**src/hdl/tbw_pkg.sv**
```systemverilog
// ----------------------------------------------------------------------------
// tbw_pkg: shared types and constants for the tetrahedron barycentric weights
// Holds the field widths, the wide arithmetic widths used by the datapath and
// the divider command and status types.
// ----------------------------------------------------------------------------
package tbw_pkg;

  localparam int unsigned CoordBits = 32;
  localparam int unsigned FracBits  = 16;
  localparam int unsigned WeightBits = 32;

  // Edge components need one more bit than a coordinate.
  localparam int unsigned EdgeBits = CoordBits + 1;
  // Minor (2x2 determinant) and full 3x3 determinant widths.
  localparam int unsigned MinorBits = 2 * EdgeBits + 1;
  localparam int unsigned DetBits   = 3 * EdgeBits + 3;
  // Numerator after the fixed-point scale.
  localparam int unsigned NumBits   = DetBits + FracBits;
  // Accumulator for the sum of the three quotients.
  localparam int unsigned AccBits   = NumBits + 3;

  // Magnitude multiplier chunk width (one partial product per cycle).
  localparam int unsigned MulBits = 32;

  typedef logic signed [CoordBits-1:0] coord_t;
  typedef logic signed [EdgeBits-1:0]  edge_t;
  typedef logic signed [DetBits-1:0]   det_t;
  typedef logic signed [NumBits-1:0]   num_t;

  // Divider command and status between the top level and the divider.
  typedef struct packed {
    logic start;
    logic neg;
  } div_ctrl_t;

  typedef struct packed {
    logic busy;
    logic done;
  } div_stat_t;

endpackage

```
**src/hdl/tbw_div.sv**
```systemverilog
// ----------------------------------------------------------------------------
// tbw_div: restoring divider, one quotient bit per cycle
// Divides magnitudes and applies the sign at the end, truncating to zero.
// ----------------------------------------------------------------------------
module tbw_div (
  input  logic                               clk_i,
  input  logic                               rst_ni,
  input  tbw_pkg::div_ctrl_t                 ctrl_i,
  input  logic        [tbw_pkg::NumBits-1:0] num_i,
  input  logic        [tbw_pkg::DetBits-1:0] den_i,
  output tbw_pkg::div_stat_t                 stat_o,
  output logic signed [tbw_pkg::NumBits:0]   quo_o
);

  localparam int unsigned NB = tbw_pkg::NumBits;
  localparam int unsigned DB = tbw_pkg::DetBits;
  localparam int unsigned CB = $clog2(NB + 1);

  logic [NB-1:0] n_q;
  logic [NB-1:0] q_q;
  logic [DB:0]   r_q;
  logic [DB-1:0] d_q;
  logic          neg_q;
  logic [CB-1:0] cnt_q;
  logic          busy_q;
  logic          done_q;

  logic [DB:0]   shr;
  logic [DB+1:0] diff;

  assign shr  = {r_q[DB-1:0], n_q[NB-1]};
  assign diff = {1'b0, shr} - {2'b00, d_q};

  always_ff @(posedge clk_i or negedge rst_ni) begin
    if (!rst_ni) begin
      busy_q <= 1'b0;
      done_q <= 1'b0;
      cnt_q  <= '0;
    end else begin
      done_q <= 1'b0;
      if (ctrl_i.start) begin
        busy_q <= 1'b1;
        cnt_q  <= CB'(NB);
      end else if (busy_q) begin
        cnt_q <= cnt_q - 1'b1;
        if (cnt_q == CB'(1)) begin
          busy_q <= 1'b0;
          done_q <= 1'b1;
        end
      end
    end
  end

  always_ff @(posedge clk_i) begin
    if (ctrl_i.start) begin
      n_q   <= num_i;
      d_q   <= den_i;
      r_q   <= '0;
      q_q   <= '0;
      neg_q <= ctrl_i.neg;
    end else if (busy_q) begin
      n_q <= n_q << 1;
      if (!diff[DB+1]) begin
        r_q <= diff[DB:0];
        q_q <= {q_q[NB-2:0], 1'b1};
      end else begin
        r_q <= shr;
        q_q <= {q_q[NB-2:0], 1'b0};
      end
    end
  end

  assign stat_o.busy = busy_q;
  assign stat_o.done = done_q;
  assign quo_o = neg_q ? -signed'({1'b0, q_q}) : signed'({1'b0, q_q});

endmodule

```
**config.mk**
```make
export PLATFORM = sky130hd
export DESIGN_NAME = tbw_div
export DESIGN_NICKNAME = d
export VERILOG_FILES = /design/src/hdl/tbw_pkg.sv /design/src/hdl/tbw_div.sv
export SDC_FILE = /design/constraint.sdc
export NUM_CORES = 1
export LEC_CHECK = 0
export BUFFER_PORTS_ARGS = -buffer_cell sky130_fd_sc_hd__buf_4
export CORE_MARGIN = 2
export CORE_UTILIZATION = 30
export CTS_CLUSTER_DIAMETER = 60
export DETAILED_ROUTE_END_ITERATION = 6
export SKIP_LAST_GASP = 1
export SYNTH_ARGS = -nofsm -noshare
export SYNTH_HDL_FRONTEND = slang
export SYNTH_SLANG_ARGS = --single-unit
```
**constraint.sdc**
```tcl
create_clock -name clk_i -period 4.2 [get_ports clk_i]
set_input_delay 0.42 -clock clk_i [delete_from_list [all_inputs] [get_ports clk_i]]
set_output_delay 0.42 -clock clk_i [all_outputs]
set_load 0.02 [all_outputs]
```
; After elaboration in Yosys (flattened, before gate mapping)
; Index checks and enable logic that the tools add are counted.
[op_classes]
reduce_logical = 1
n_mux = 13
add_sub_neg = 3
n_eq_ne = 1
[ops]
columns = cell, n
row1 = 118-bit two-way mux, 2
row2 = 119-bit two-way mux, 1
row3 = 118-bit negation with 119-bit output, 1
row4 = 103-bit by 102-bit subtractor with 104-bit output, 1
row5 = 102-bit two-way mux, 1
row6 = 7-bit two-way mux, 2
row7 = 7-bit by 1-bit == test with 1-bit output (second input constant), 1
row8 = 1-bit two-way mux, 7
row9 = 7-bit by 1-bit subtractor with 7-bit output (second input constant), 1
row10 = 2-bit nonzero test, 1
[totals]
inputBits = 224
reg_bits = 450
out_inout_bits = 121

; Depth between registers and ports, before layout
[depth]
ltp_word = 4
depth_mapped = 16

; Worst setup path after synthesis
; Ideal clock, no wire load.
[synth_path]
path_type = register to output
start = register q_q[15]
end = output quo_o[87] (netlist name)
path_stages_with_launch = 12
t_arrival_ns = 4.026
setup_slack_ns = -0.246
n_path_buf = 1
cell_sequence = dfxtp_1 or4_4 or4_4 or3_4 or2_4 or2_1 buf_2 or3_4 or4_1 or3_1 o41ai_2 xnor2_1
[synth_between]
elab_chain_cells = 2
[synth_rtl]
columns = item, line_no
row1 = "start, declared", tbw_div.sv:20  ; logic [NB-1:0] q_q;
row2 = "start signal, assigned", tbw_div.sv:65  ; q_q <= {q_q[NB-2:0], 1'b1};
row3 = "start signal, assigned", tbw_div.sv:68  ; q_q <= {q_q[NB-2:0], 1'b0};
row4 = 118-bit negation with 119-bit output, tbw_div.sv:75  ; assign quo_o = neg_q ? -signed'({1'b0, q_q}) : signed'({1'b0, q_q});
row5 = 119-bit two-way mux, tbw_div.sv:75
row6 = "end, declared", tbw_div.sv:12  ; output logic signed [tbw_pkg::NumBits:0] quo_o
; No other way between the ends.

; Worst setup path in the final report
[layout_path]
start = register q_q[15]
end = output quo_o[115] (netlist name)
; Same word-level chain as after synthesis.

==> impl_metrics.toml <==
[route]
drc = 0
final_antenna_net_count = 0
vias = 22600
viasPerCell = 5.01
first_pass_iters = 6
totalWireLength_um = 76600
drt_iter0_markers = 1466
wl_per_cell_um = 17.0

[yosys]
synth_top_family_by_area = "compound AO/OA/AOI/OAI gates"
yosys_register_bits = 450
synthCells = 2829
synth_mux_area_share_pct = 9.75
ys_seq_area_share_pct = 42.7
yosys_warnings = 0
synth_compound_area_share_pct = 15.9
async_flop_share_pct = 2.00
synthSimpleGateAreaFrac_pct = 14.9
syn_area_um2 = 26400
synth_cell_types = 77
synth-edff-count = 221
synth-xor-area-share_pct = 6.97
synth_ff_type = "edfxtp_1"
syn_area_per_cell_um2 = 9.32
syn_nets = 3159
synthAdderAreaFrac_pct = 5.06

[status]
violations = "setup timing"
outcome = "complete, but fails checks"

[sta]
drv_slew = 0
finalClockSkew_ns = 0.0433
min_period_over_period_pct = 121
rsz0062_at_grt = "yes"
relSlewSlack_pct = 25.6
setup_viol_count_final = 65
worst_slack_ns = -0.895
max_freq_mhz = 196
finalHoldViolCount = 0
period_needed_ns = 5.09
worst_slew_pin_slew_ns = 1.12

[global_route]
grt_pass1_wl_um = 120000
grt_max_degree = 178
grt_usage_pct = 16.3
grt_pass1_vias = 21800
overflow = 0
antenna_found_initial = 5

[setup_path]
r2r_slack_ns = 0.20
startpoint_type = "flip-flop"
r2r_start = "n_q[117]"
cp-end-kind = "primary output"
crit_type = "reg2out"
cp.arrival_ns = 4.67
ff2ff_path_depth = 17
cp_max_fo = 3
cp.required_ns = 3.78
r2r_end = "r_q[98]"

[power_and_ir_drop]
switching_share_pct = 38.6
power.share.clock_pct = 25.9
finalPower_uw = 20400
power.internal_uw = 12500
p_leak_uw = 0.0152
p_sw_uw = 7870
pwr-share-seq_pct = 27.9
peakVddDrop_mv = 0.371
power-per-cell-area_nw_per_um2 = 587
pwr-share-comb_pct = 46.2

[placed_design]
numPortBuffers = 344
hpwl_um = 54500
globalplace.congestion = 0.902
dp.cells = 4258

[floorplan]
initial_core_util_pct = 30.4
dieArea_um2 = 90300
chipHeight_um = 301
ios = 345
num_rows = 108
die_w_um = 301
fp.coreArea_um2 = 86900

[cts]
cts.sinks = 450
htree_levels = 2
cts_tree = "yes"
cts_buffers = 60
clockRootBuffer = "clkbuf_16"
worstSkewPairLatency_ns = 0.64
path_clk_slew_ns = 0.06
cts_max_path_buffers = 3

[run]
cap_violations = 0

[hold_path]
hp-class = "in2reg"
hold_depth = 2
worstHoldStart = "num_i[0]"
holdPathEnd = "n_q[0]"

[layout]
num-fill-cells = 8586
nNetsFinal = 3627
syn_to_final_growth_pct = 31.6
drive_gt1_share_pct = 24.5
instances_no_fill = 4504
[cell type report]
cell class / instances / area [µm²] / share of cell area (%)
multi-input cells: 2052 / 14500 / 41.8
flip-flops and latches: 450 / 11300 / 32.5
repair buffers: 582 / 4840 / 13.9
clock buffers: 82 / 1670 / 4.80
well taps: 1155 / 1450 / 4.16
inverters: 151 / 569 / 1.64
clock inverters: 31 / 398 / 1.15
diodes: 1 / 2.50 / 0.00721
[worst max-delay path by stage]
| stage | startpoint | endpoint | depth (start not counted) |
|---|---|---|---|
| after floorplan | q_q[15] | quo_o[87] | 11 |
| final | q_q[15] | quo_o[115] | 12 |
| after global placement | q_q[15] | quo_o[115] | 12 |
| after CTS | q_q[15] | quo_o[115] | 12 |
| after global routing | q_q[15] | quo_o[115] | 12 |
| after detailed placement | q_q[15] | quo_o[115] | 12 |
[per-layer routing]
layer | global-route usage (%) | wire, µm
met1 | 22.1 | 35000
met2 | 26.4 | 35400
met3 | 2.71 | 3950
met4 | 5.20 | 2270
met5 | 0 | 46
[cell usage after synthesis, types with 10 or more instances]
| cell type | n | share of area [%] |
|---|---|---|
| a211oi_1 | 26 | 0.74 |
| a21o_1 | 37 | 1.1 |
| a21oi_1 | 153 | 2.9 |
| a311oi_1 | 80 | 2.7 |
| a31oi_1 | 17 | 0.40 |
| buf_1 | 12 | 0.17 |
| clkbuf_1 | 159 | 2.3 |
| dfxtp_1 | 220 | 17 |
| edfxtp_1 | 221 | 25 |
| ha_1 | 105 | 5.0 |
| inv_1 | 151 | 2.1 |
| mux2_2 | 119 | 5.1 |
| mux2i_1 | 123 | 4.7 |
| nand2_1 | 296 | 4.2 |
| nand2b_1 | 31 | 0.74 |
| nand3_1 | 26 | 0.49 |
| nand4_1 | 51 | 1.2 |
| nor2_1 | 295 | 4.2 |
| nor3_1 | 36 | 0.68 |
| nor4_1 | 15 | 0.36 |
| o211ai_1 | 15 | 0.43 |
| o21a_1 | 10 | 0.28 |
| o21ai_0 | 138 | 2.6 |
| o21bai_1 | 28 | 0.80 |
| o31ai_1 | 41 | 1.2 |
| o41ai_1 | 19 | 0.63 |
| or2_2 | 14 | 0.33 |
| or3_1 | 29 | 0.69 |
| or4_1 | 18 | 0.51 |
| xnor2_1 | 180 | 6.0 |
| xor2_1 | 30 | 1.0 |
[critical path: stages (launching register included)]
cell and delay, ns:
dfxtp_2 0.31, or4_4 0.54, or4_4 0.50, or3_4 0.35, or2_4 0.24, or2_4 0.26, or4_4 0.44, or3b_4 0.43
and4b_2 0.37, nand3_4 0.12, o21ai_4 0.19, xnor2_2 0.12, buf_4 0.16
[per-stage QoR]
stage               util (%)  hold slack [ns]  cell area, µm²  setup WS (ns)  setup TNS [ns]
floorplan                  -            0.124           26500         -0.213          -0.578
global placement        35.5            0.254           30800         -0.291           -3.44
detailed placement      35.5            0.259           30800         -0.315           -3.87
CTS                     39.5           0.0177           34300         -0.963          -28.27
global route            40.0           0.0301           34700          -1.03          -35.07
finish                  40.0           0.0678           34700         -0.895          -26.66
[cell families after synthesis]
logic type	count (synthesis)
flip-flops	450
adder cells (fa/ha/maj)	106
buffers and inverters	327
multiplexers	242
XOR/XNOR	210
AO/OA/AOI/OAI	634
AND/OR/NAND/NOR	860
[timing repair]
item,in CTS,in global routing
endpoints found under the hold margin,112,0
endpoints found under the setup margin,66,79
pin swaps,27,39
hold buffers,104,0
buffers inserted,11,17
gates resized for setup,74,57
[registers in the layout, indices dropped and copies added (netlist names)]
name / count
cnt_q: 7
n_q: 118
r_q: 102
q_q: 118
d_q: 102
busy_q: 1
neg_q: 1
done_q: 1
[power groups by stage]
| stage | Clock (µW) | Sequential (µW) | Combinational, µW |
|---|---|---|---|
| finish | 5280 | 5690 | 9410 |
| global route | 5630 | 5770 | 10300 |
| CTS | 5460 | 5690 | 9100 |
| detailed placement | 0 | 5770 | 8710 |
| global placement | 0 | 5760 | 8700 |
| floorplan | 0 | 5650 | 6030 |
[cell usage in the layout (no fill, tap or decap), types with 24 or more instances in the layout]
cell	n
nor3_1	35
inv_1	148
dfxtp_1	218
clkbuf_16	61
nand4_1	51
nand2_1	291
a211oi_1	24
dlygate4sd3_1	104
xnor2_1	156
o21ai_0	114
mux2i_1	123
mux2_2	119
a311oi_1	80
ha_1	105
o21bai_1	28
o31ai_1	31
edfxtp_1	221
nand2b_1	30
nor2_1	294
buf_4	448
a21oi_1	151
nand3_1	25
xor2_1	29
a21o_1	37
(Power assumes the default switching activity.)
