===== config.mk =====
export PLATFORM = sky130hd
export DESIGN_NAME = tbw_mul
export DESIGN_NICKNAME = d
export VERILOG_FILES = /design/src/hdl/tbw_pkg.sv /design/src/hdl/tbw_mul.sv
export SDC_FILE = /design/constraint.sdc
export NUM_CORES = 2
export LEC_CHECK = 0
export BUFFER_PORTS_ARGS = -buffer_cell sky130_fd_sc_hd__buf_2
export CAP_MARGIN = 10
export CORE_UTILIZATION = 55
export CTS_CLUSTER_DIAMETER = 30
export DETAILED_ROUTE_END_ITERATION = 10
export PLACE_DENSITY = 0.73
export SLEW_MARGIN = 20
export SYNTH_ARGS = -nofsm -noshare
export SYNTH_HDL_FRONTEND = slang
export SYNTH_SLANG_ARGS = --single-unit

===== constraint.sdc =====
create_clock -name clk_i -period 29 [get_ports clk_i]
set_input_delay 8.7 -clock clk_i [delete_from_list [all_inputs] [get_ports clk_i]]
set_output_delay 8.7 -clock clk_i [all_outputs]
set_load 0.02 [all_outputs]

===== src/hdl/tbw_pkg.sv =====
// ----------------------------------------------------------------------------
// tbw_pkg: shared types and constants for the tetrahedron barycentric weights
// Holds the field widths, the wide arithmetic widths used by the datapath and
// the divider command and status types.
// ----------------------------------------------------------------------------
package tbw_pkg;

  localparam int unsigned CoordBits = 32;
  localparam int unsigned FracBits  = 16;
  localparam int unsigned WeightBits = 32;

  // Edge components need one more bit than a coordinate.
  localparam int unsigned EdgeBits = CoordBits + 1;
  // Minor (2x2 determinant) and full 3x3 determinant widths.
  localparam int unsigned MinorBits = 2 * EdgeBits + 1;
  localparam int unsigned DetBits   = 3 * EdgeBits + 3;
  // Numerator after the fixed-point scale.
  localparam int unsigned NumBits   = DetBits + FracBits;
  // Accumulator for the sum of the three quotients.
  localparam int unsigned AccBits   = NumBits + 3;

  // Magnitude multiplier chunk width (one partial product per cycle).
  localparam int unsigned MulBits = 32;

  typedef logic signed [CoordBits-1:0] coord_t;
  typedef logic signed [EdgeBits-1:0]  edge_t;
  typedef logic signed [DetBits-1:0]   det_t;
  typedef logic signed [NumBits-1:0]   num_t;

  // Divider command and status between the top level and the divider.
  typedef struct packed {
    logic start;
    logic neg;
  } div_ctrl_t;

  typedef struct packed {
    logic busy;
    logic done;
  } div_stat_t;

endpackage


===== src/hdl/tbw_mul.sv =====
// ----------------------------------------------------------------------------
// tbw_mul: shared sequential signed multiplier
// Multiplies a signed wide value by a signed edge value through 32x32
// partial products, one per cycle, accumulating into a registered product.
// ----------------------------------------------------------------------------
module tbw_mul (
  input  logic                                 clk_i,
  input  logic                                 rst_ni,
  input  logic                                 start_i,
  input  logic signed [tbw_pkg::NumBits-1:0]   a_i,
  input  logic signed [tbw_pkg::EdgeBits-1:0]  b_i,
  output logic                                 done_o,
  output logic signed [tbw_pkg::AccBits-1:0]   p_o
);

  localparam int unsigned ABits   = tbw_pkg::NumBits;
  localparam int unsigned BBits   = tbw_pkg::EdgeBits;
  localparam int unsigned MB      = tbw_pkg::MulBits;
  localparam int unsigned AChunks = (ABits + MB - 1) / MB;
  localparam int unsigned BChunks = (BBits + MB - 1) / MB;
  localparam int unsigned Steps   = AChunks * BChunks;
  localparam int unsigned StBits  = $clog2(Steps + 1);
  localparam int unsigned AW      = AChunks * MB;
  localparam int unsigned BW      = BChunks * MB;
  localparam int unsigned PW      = AW + BW;
  localparam int unsigned AIdxBits = (AChunks > 1) ? $clog2(AChunks) : 1;
  localparam int unsigned BIdxBits = (BChunks > 1) ? $clog2(BChunks) : 1;

  logic [AW-1:0]     ua_q;
  logic [BW-1:0]     ub_q;
  logic              neg_q;
  logic [PW-1:0]     acc_q;
  logic [StBits-1:0] step_q;
  logic              busy_q;
  logic              done_q;

  logic [ABits-1:0]  abs_a;
  logic [BBits-1:0]  abs_b;
  logic [AIdxBits-1:0] ai;
  logic [BIdxBits-1:0] bi;
  logic [MB-1:0]     pa;
  logic [MB-1:0]     pb;
  logic [2*MB-1:0]   pp;
  logic [PW-1:0]     pp_sh;
  logic [PW-1:0]     prod;

  assign abs_a = a_i[ABits-1] ? ABits'(-a_i) : ABits'(a_i);
  assign abs_b = b_i[BBits-1] ? BBits'(-b_i) : BBits'(b_i);

  assign ai = AIdxBits'(32'(step_q) % AChunks);
  assign bi = BIdxBits'(32'(step_q) / AChunks);
  assign pa = ua_q[ai*MB +: MB];
  assign pb = ub_q[bi*MB +: MB];
  assign pp = pa * pb;
  assign pp_sh = PW'(pp) << (32'(ai) * MB + 32'(bi) * MB);
  assign prod = neg_q ? -acc_q : acc_q;

  always_ff @(posedge clk_i or negedge rst_ni) begin
    if (!rst_ni) begin
      busy_q <= 1'b0;
      done_q <= 1'b0;
      step_q <= '0;
    end else begin
      done_q <= 1'b0;
      if (start_i) begin
        busy_q <= 1'b1;
        step_q <= '0;
      end else if (busy_q) begin
        if (step_q == StBits'(Steps - 1)) begin
          busy_q <= 1'b0;
          done_q <= 1'b1;
        end
        step_q <= step_q + 1'b1;
      end
    end
  end

  always_ff @(posedge clk_i) begin
    if (start_i) begin
      ua_q  <= AW'(abs_a);
      ub_q  <= BW'(abs_b);
      neg_q <= a_i[ABits-1] ^ b_i[BBits-1];
      acc_q <= '0;
    end else if (busy_q) begin
      acc_q <= acc_q + pp_sh;
    end
  end

  assign done_o = done_q;
  assign p_o    = tbw_pkg::AccBits'(signed'(prod));

endmodule


Word level (Yosys, flattened, before mapping)
Index checks and enable logic that the tools add are counted.
- bits in registers: 350
- input bits: 154
- output and inout bits: 122
- word-level logic and storage cells: 33
- $add $sub $neg: 6
- multiply operators: 1
- equal/unequal tests: 1
- shifts and indexed selects: 3
- muxes and demuxes: 11
- bitwise gates (word level): 1
- reduce and logical (&&, ||, !) cells: 1
- operators by type and width (cell ; count):
    $add 192x192->192 ; 1
    $shl 64x8->192 ; 1
    $shiftx 128x8->32 ; 1
    $mux 121 ; 1
    $neg 121->121 ; 1
    $neg 118->118 ; 1
    $mux 117 ; 1
    $mul 32x32->64 ; 1
    $shiftx 64x7->32 ; 1
    $neg 33->33 ; 1
    $mux 32 ; 1
    $add 7x6->8 ; 1
    $mux 4 ; 2
    $mux 1 ; 6
    $add 4x1->4 const B ; 1
    $eq 4x3->1 const B ; 1
    $reduce_bool 2->1 ; 1
    $xor 1x1->1 ; 1

Logic depth before layout (Yosys ltp)
- depth in word-level cells: 4
- depth in mapped cells: 51
- gate-level depth less buffers: 46

Least setup slack after synthesis
Ideal clock, no wire load.
- kind: register to output
- start: register acc_q[56]
- end: output port p_o[111] in the netlist's numbering
- data arrival time: 4086 ps
- required time: 20300 ps
- slack: 16214 ps
- stages on the path, launching flop included: 13
- buffers on the path: 1
- cell sequence: dfxtp_1 -> or4_1 -> or3_1 -> or4_1 -> or4_4 -> or3_1 -> or3_1 -> clkbuf_1 -> or2_1 -> nor2_1 -> nand2_1 -> o31ai_1 -> xnor2_1
- cells in the longest elaborated chain, start to end: 2
- ends and longest elaborated chain (item ; RTL line ; source):
    from (decl) ; tbw_mul.sv:32 ; logic [PW-1:0] acc_q;
    from (signal assigned) ; tbw_mul.sv:85 ; acc_q <= acc_q + pp_sh;
    $neg 121->121 ; tbw_mul.sv:56 ; assign prod = neg_q ? -acc_q : acc_q;
    $mux 121 ; tbw_mul.sv:56 ;
    to (decl) ; tbw_mul.sv:13 ; output logic signed [tbw_pkg::AccBits-1:0] p_o
Every way passes these cells.

Final worst setup path
- start: register step_q[1]
- end: register acc_q[109]
- cells in the longest elaborated chain, start to end: 4
- elaborated cells on any way between the ends: 5
- those cells by class: add/sub: 2; mul: 1; shift: 2
- ends and longest elaborated chain (item ; RTL line ; source):
    from (decl) ; tbw_mul.sv:33 ; logic [StBits-1:0] step_q;
    from (signal assigned) ; tbw_mul.sv:73 ; step_q <= step_q + 1'b1;
    $shiftx 128x8->32 ; tbw_mul.sv:52 ; assign pa = ua_q[ai*MB +: MB];
    $mul 32x32->64 ; tbw_mul.sv:54 ; assign pp = pa * pb;
    $shl 64x8->192 * ; tbw_mul.sv:55 ; assign pp_sh = PW'(pp) << (32'(ai) * MB + 32'(bi) * MB);
    $add 192x192->192 * ; tbw_mul.sv:85 ;
Every way passes the cells marked *; elsewhere a longest branch is shown, timed or not.
A chain may end at the register's enable or synchronous reset.

==> flow_summary.json <==
{
  "status": "finished clean",
  "yosys_warnings": 0,
  "synth_flop_cell": "edfxtp_1",
  "netlist.area_leader.share_pct": 31.53,
  "busiest_layer": "met2",
  "drt-pass1-iter-count": 7,
  "grtUsageMet3_pct": 10.00,
  "synthArstFlopShare_pct": 2.151,
  "drt.antenna.violating_nets": 0,
  "fmax_ghz": 0.06913,
  "antenna_found_initial": 12,
  "drv_slew": 0,
  "finalSetupTns_ps": 0,
  "worstMarginPinSlew_ps": 1281,
  "holdBufCountCts": 0,
  "die_w_um": 323.8,
  "synth_top_family_by_area": "adder cells",
  "utilization_pct": 61.01,
  "portBuffers": 275,
  "arrival_ps": 14950,
  "drive_gt1_share_pct": 8.744,
  "critPathLaunchType": "flip-flop",
  "synth-xor-area-share_pct": 6.797,
  "grtUsageMet1_pct": 49.32,
  "finalHoldViolations": 0,
  "ys_seq_elements": 279,
  "cts_resized": 0,
  "htreeDepth": 3,
  "mostFrequentLayoutCell": "inv_1",
  "synth.mux.area_fraction_pct": 2.511,
  "grt_max_degree": 120,
  "placementRows": 117,
  "cpPeakStageDelay_ps": 840,
  "synth_compound_area_share_pct": 11.95,
  "cp.required_ps": 29490,
  "holdPathStages": 2,
  "synth_nets": 8255,
  "drt-total-wl_um": 199400,
  "drc": 0,
  "layout_common_cells": "inv_1 (1,006), fa_1 (897), nor2_1 (836), nand2_1 (822), ha_1 (389)",
  "cap_violations": 0,
  "cts_tree": "yes",
  "whs_endpoint": "acc_q[112]",
  "pre_cts_ws_ps": 15080,
  "synth-edff-count": 152,
  "hold_slack_ps": 521.6,
  "multi_input_area_sq_mm": 0.04467,
  "yosysSeqAreaShare_pct": 12.53,
  "grt_use_met2_pct": 58.89,
  "worstPathMaxFanout": 53,
  "dp_hpwl_um": 162000,
  "setup_viol": 0,
  "synthTopCellsByArea": "fa_1 (32%), ha_1 (8.5%), edfxtp_1 (8.0%)",
  "vias_per_cell": 6.076,
  "start_util_pct": 55.74,
  "timing.final.ws_setup_ps": 14530,
  "yosysTopAreaCell": "fa_1",
  "synthSimpleGateAreaFrac_pct": 16.99,
  "cp_common_cell": "fa_1",
  "seq_area_sq_mm": 0.007144,
  "syn-instance-count": 6815,
  "grt_setup_unrepaired": "no",
  "cts_buffers": 77,
  "synth_fa_ha_area_share_pct": 40.07,
  "die_area_sq_mm": 0.1048,
  "vias": 50660,
  "post-route-period-util_pct": 49.88,
  "syn_to_final_growth_pct": 9.464,
  "critPathCaptureType": "flip-flop",
  "ff2ff_path_depth": 44,
  "slowest_stage": "a2111oi_0",
  "coreArea_sq_mm": 0.1022,
  "ioPinCount": 276,
  "rr_startpoint": "step_q[1]",
  "cts_sinks": 279,
  "grt_pass1_wl_um": 299500,
  "clk-insertion-delay-late_ps": 660,
  "synth_area_sq_mm": 0.05695,
  "wire_per_inst_um": 23.91,
  "nNetsFinal": 8343,
  "grt_pass1_vias": 50450,
  "postCtsSetupRepairBufs": 0,
  "fin_skew_ps": 25.10,
  "postSynthAreaPerCell_sq_um": 8.357,
  "grtUsageTotal_pct": 38.29,
  "relSlewSlack_pct": 13.79,
  "grt_overflow_total": 0,
  "reg2reg_slack_ps": 14530,
  "hold_start": "acc_q[112]",
  "die_y_um": 323.8,
  "fillers": 9179,
  "post-route-min-period_ps": 14470,
  "hold_class": "flip-flop to flip-flop",
  "drt_iter0_markers": 4811,
  "clockBufferDepth": 3,
  "gp_congestion": 1.025,
  "r2r-end": "acc_q[109]",
  "cts_root_buf": "clkbuf_16",
  "cts.clk_slew.worst_paths_ps": 40,
  "critPathKind": "flip-flop to flip-flop",
  "synth_cell_types": 82
}
[worst max path at each step]
| stage | start | end | slack [ps] | cells after the start |
|---|---|---|---|---|
| after floorplan | acc_q[56] | p_o[111] | 16210 | 12 |
| after global placement | step_q[1] | acc_q[109] | 15260 | 44 |
| after detailed placement | step_q[1] | acc_q[109] | 15080 | 44 |
| after CTS | acc_q[28] | p_o[111] | 14690 | 13 |
| after global routing | step_q[1] | acc_q[109] | 14000 | 44 |
| final | step_q[1] | acc_q[109] | 14530 | 44 |
[worst max-delay path: cells and delay by family (launching register included)]
kind	cells	cell delay, ps
flops	1	450
buf+inv	7	1270
compound gates	13	4630
fa+ha+maj	10	4960
xor+xnor	1	110
simple gates	11	2190
mux	2	620
[cells in the mapped netlist, types with 9 or more instances]
master / number
inv_1: 1006
fa_1: 897
nor2_1: 838
nand2_1: 822
ha_1: 389
xnor2_1: 367
clkbuf_1: 340
a21oi_1: 295
o21ai_0: 270
edfxtp_1: 152
dfxtp_1: 121
mux2i_1: 108
a21o_1: 100
o31ai_1: 89
nand4_1: 82
xor2_1: 75
nand2b_1: 62
nor2b_1: 57
and2_1: 55
o21bai_1: 55
nor3_1: 53
or3_1: 49
o21a_1: 47
o41ai_1: 46
nand3_1: 41
or4_1: 37
buf_1: 35
mux2_2: 31
nor4_1: 29
o22ai_1: 25
a31oi_1: 21
and3_1: 20
o211ai_1: 17
a22o_1: 16
or2_2: 16
a211oi_1: 13
o21ai_1: 12
a211o_1: 9
a21boi_0: 9
a221oi_1: 9
[layout make-up]
| type | count | share of cell area [%] |
|---|---|---|
| Multi-Input combinational cell | 5151 | 71.66 |
| Clock buffer | 92 | 3.245 |
| Tap cell | 1368 | 2.745 |
| Clock inverter | 49 | 1.234 |
| Sequential cell | 279 | 11.46 |
| Timing Repair Buffer | 387 | 3.576 |
| Antenna cell | 5 | 0.02007 |
| Inverter | 1007 | 6.063 |
[flip-flops by register name (all words and copies together) (netlist names)]
register,count
acc_q,121
busy_q,1
done_o,1
neg_q,1
step_q,4
ua_q,118
ub_q,33
[routing by layer]
| layer | up-vias | part of all wire (%) |
|---|---|---|
| met3 | 652 | 11 |
| met2 | 2792 | 44 |
| li1 | 22100 | - |
| met1 | 25110 | 38 |
| met4 | 10 | 6.2 |
| met5 | - | 0.026 |
[metrics by stage]
step | instances | instance area, sq um
floorplan | 6815 | 56950
global placement | 8192 | 59530
detailed placement | 8192 | 59530
CTS | 8333 | 62320
global route | 8333 | 62330
finish | 8338 | 62340
[cell families (layout without fill, tap and decap cells)]
kind of cell	Yosys count	after routing
xor+xnor	442	442
flops	279	279
simple gates	2204	2204
fa+ha+maj	1286	1286
mux	139	139
buf+inv	1385	1535
other cells	0	5
compound gates	1080	1080
Power is not shown: default switching activity piles up to over one toggle a cycle in this logic, so the estimate is an artifact.
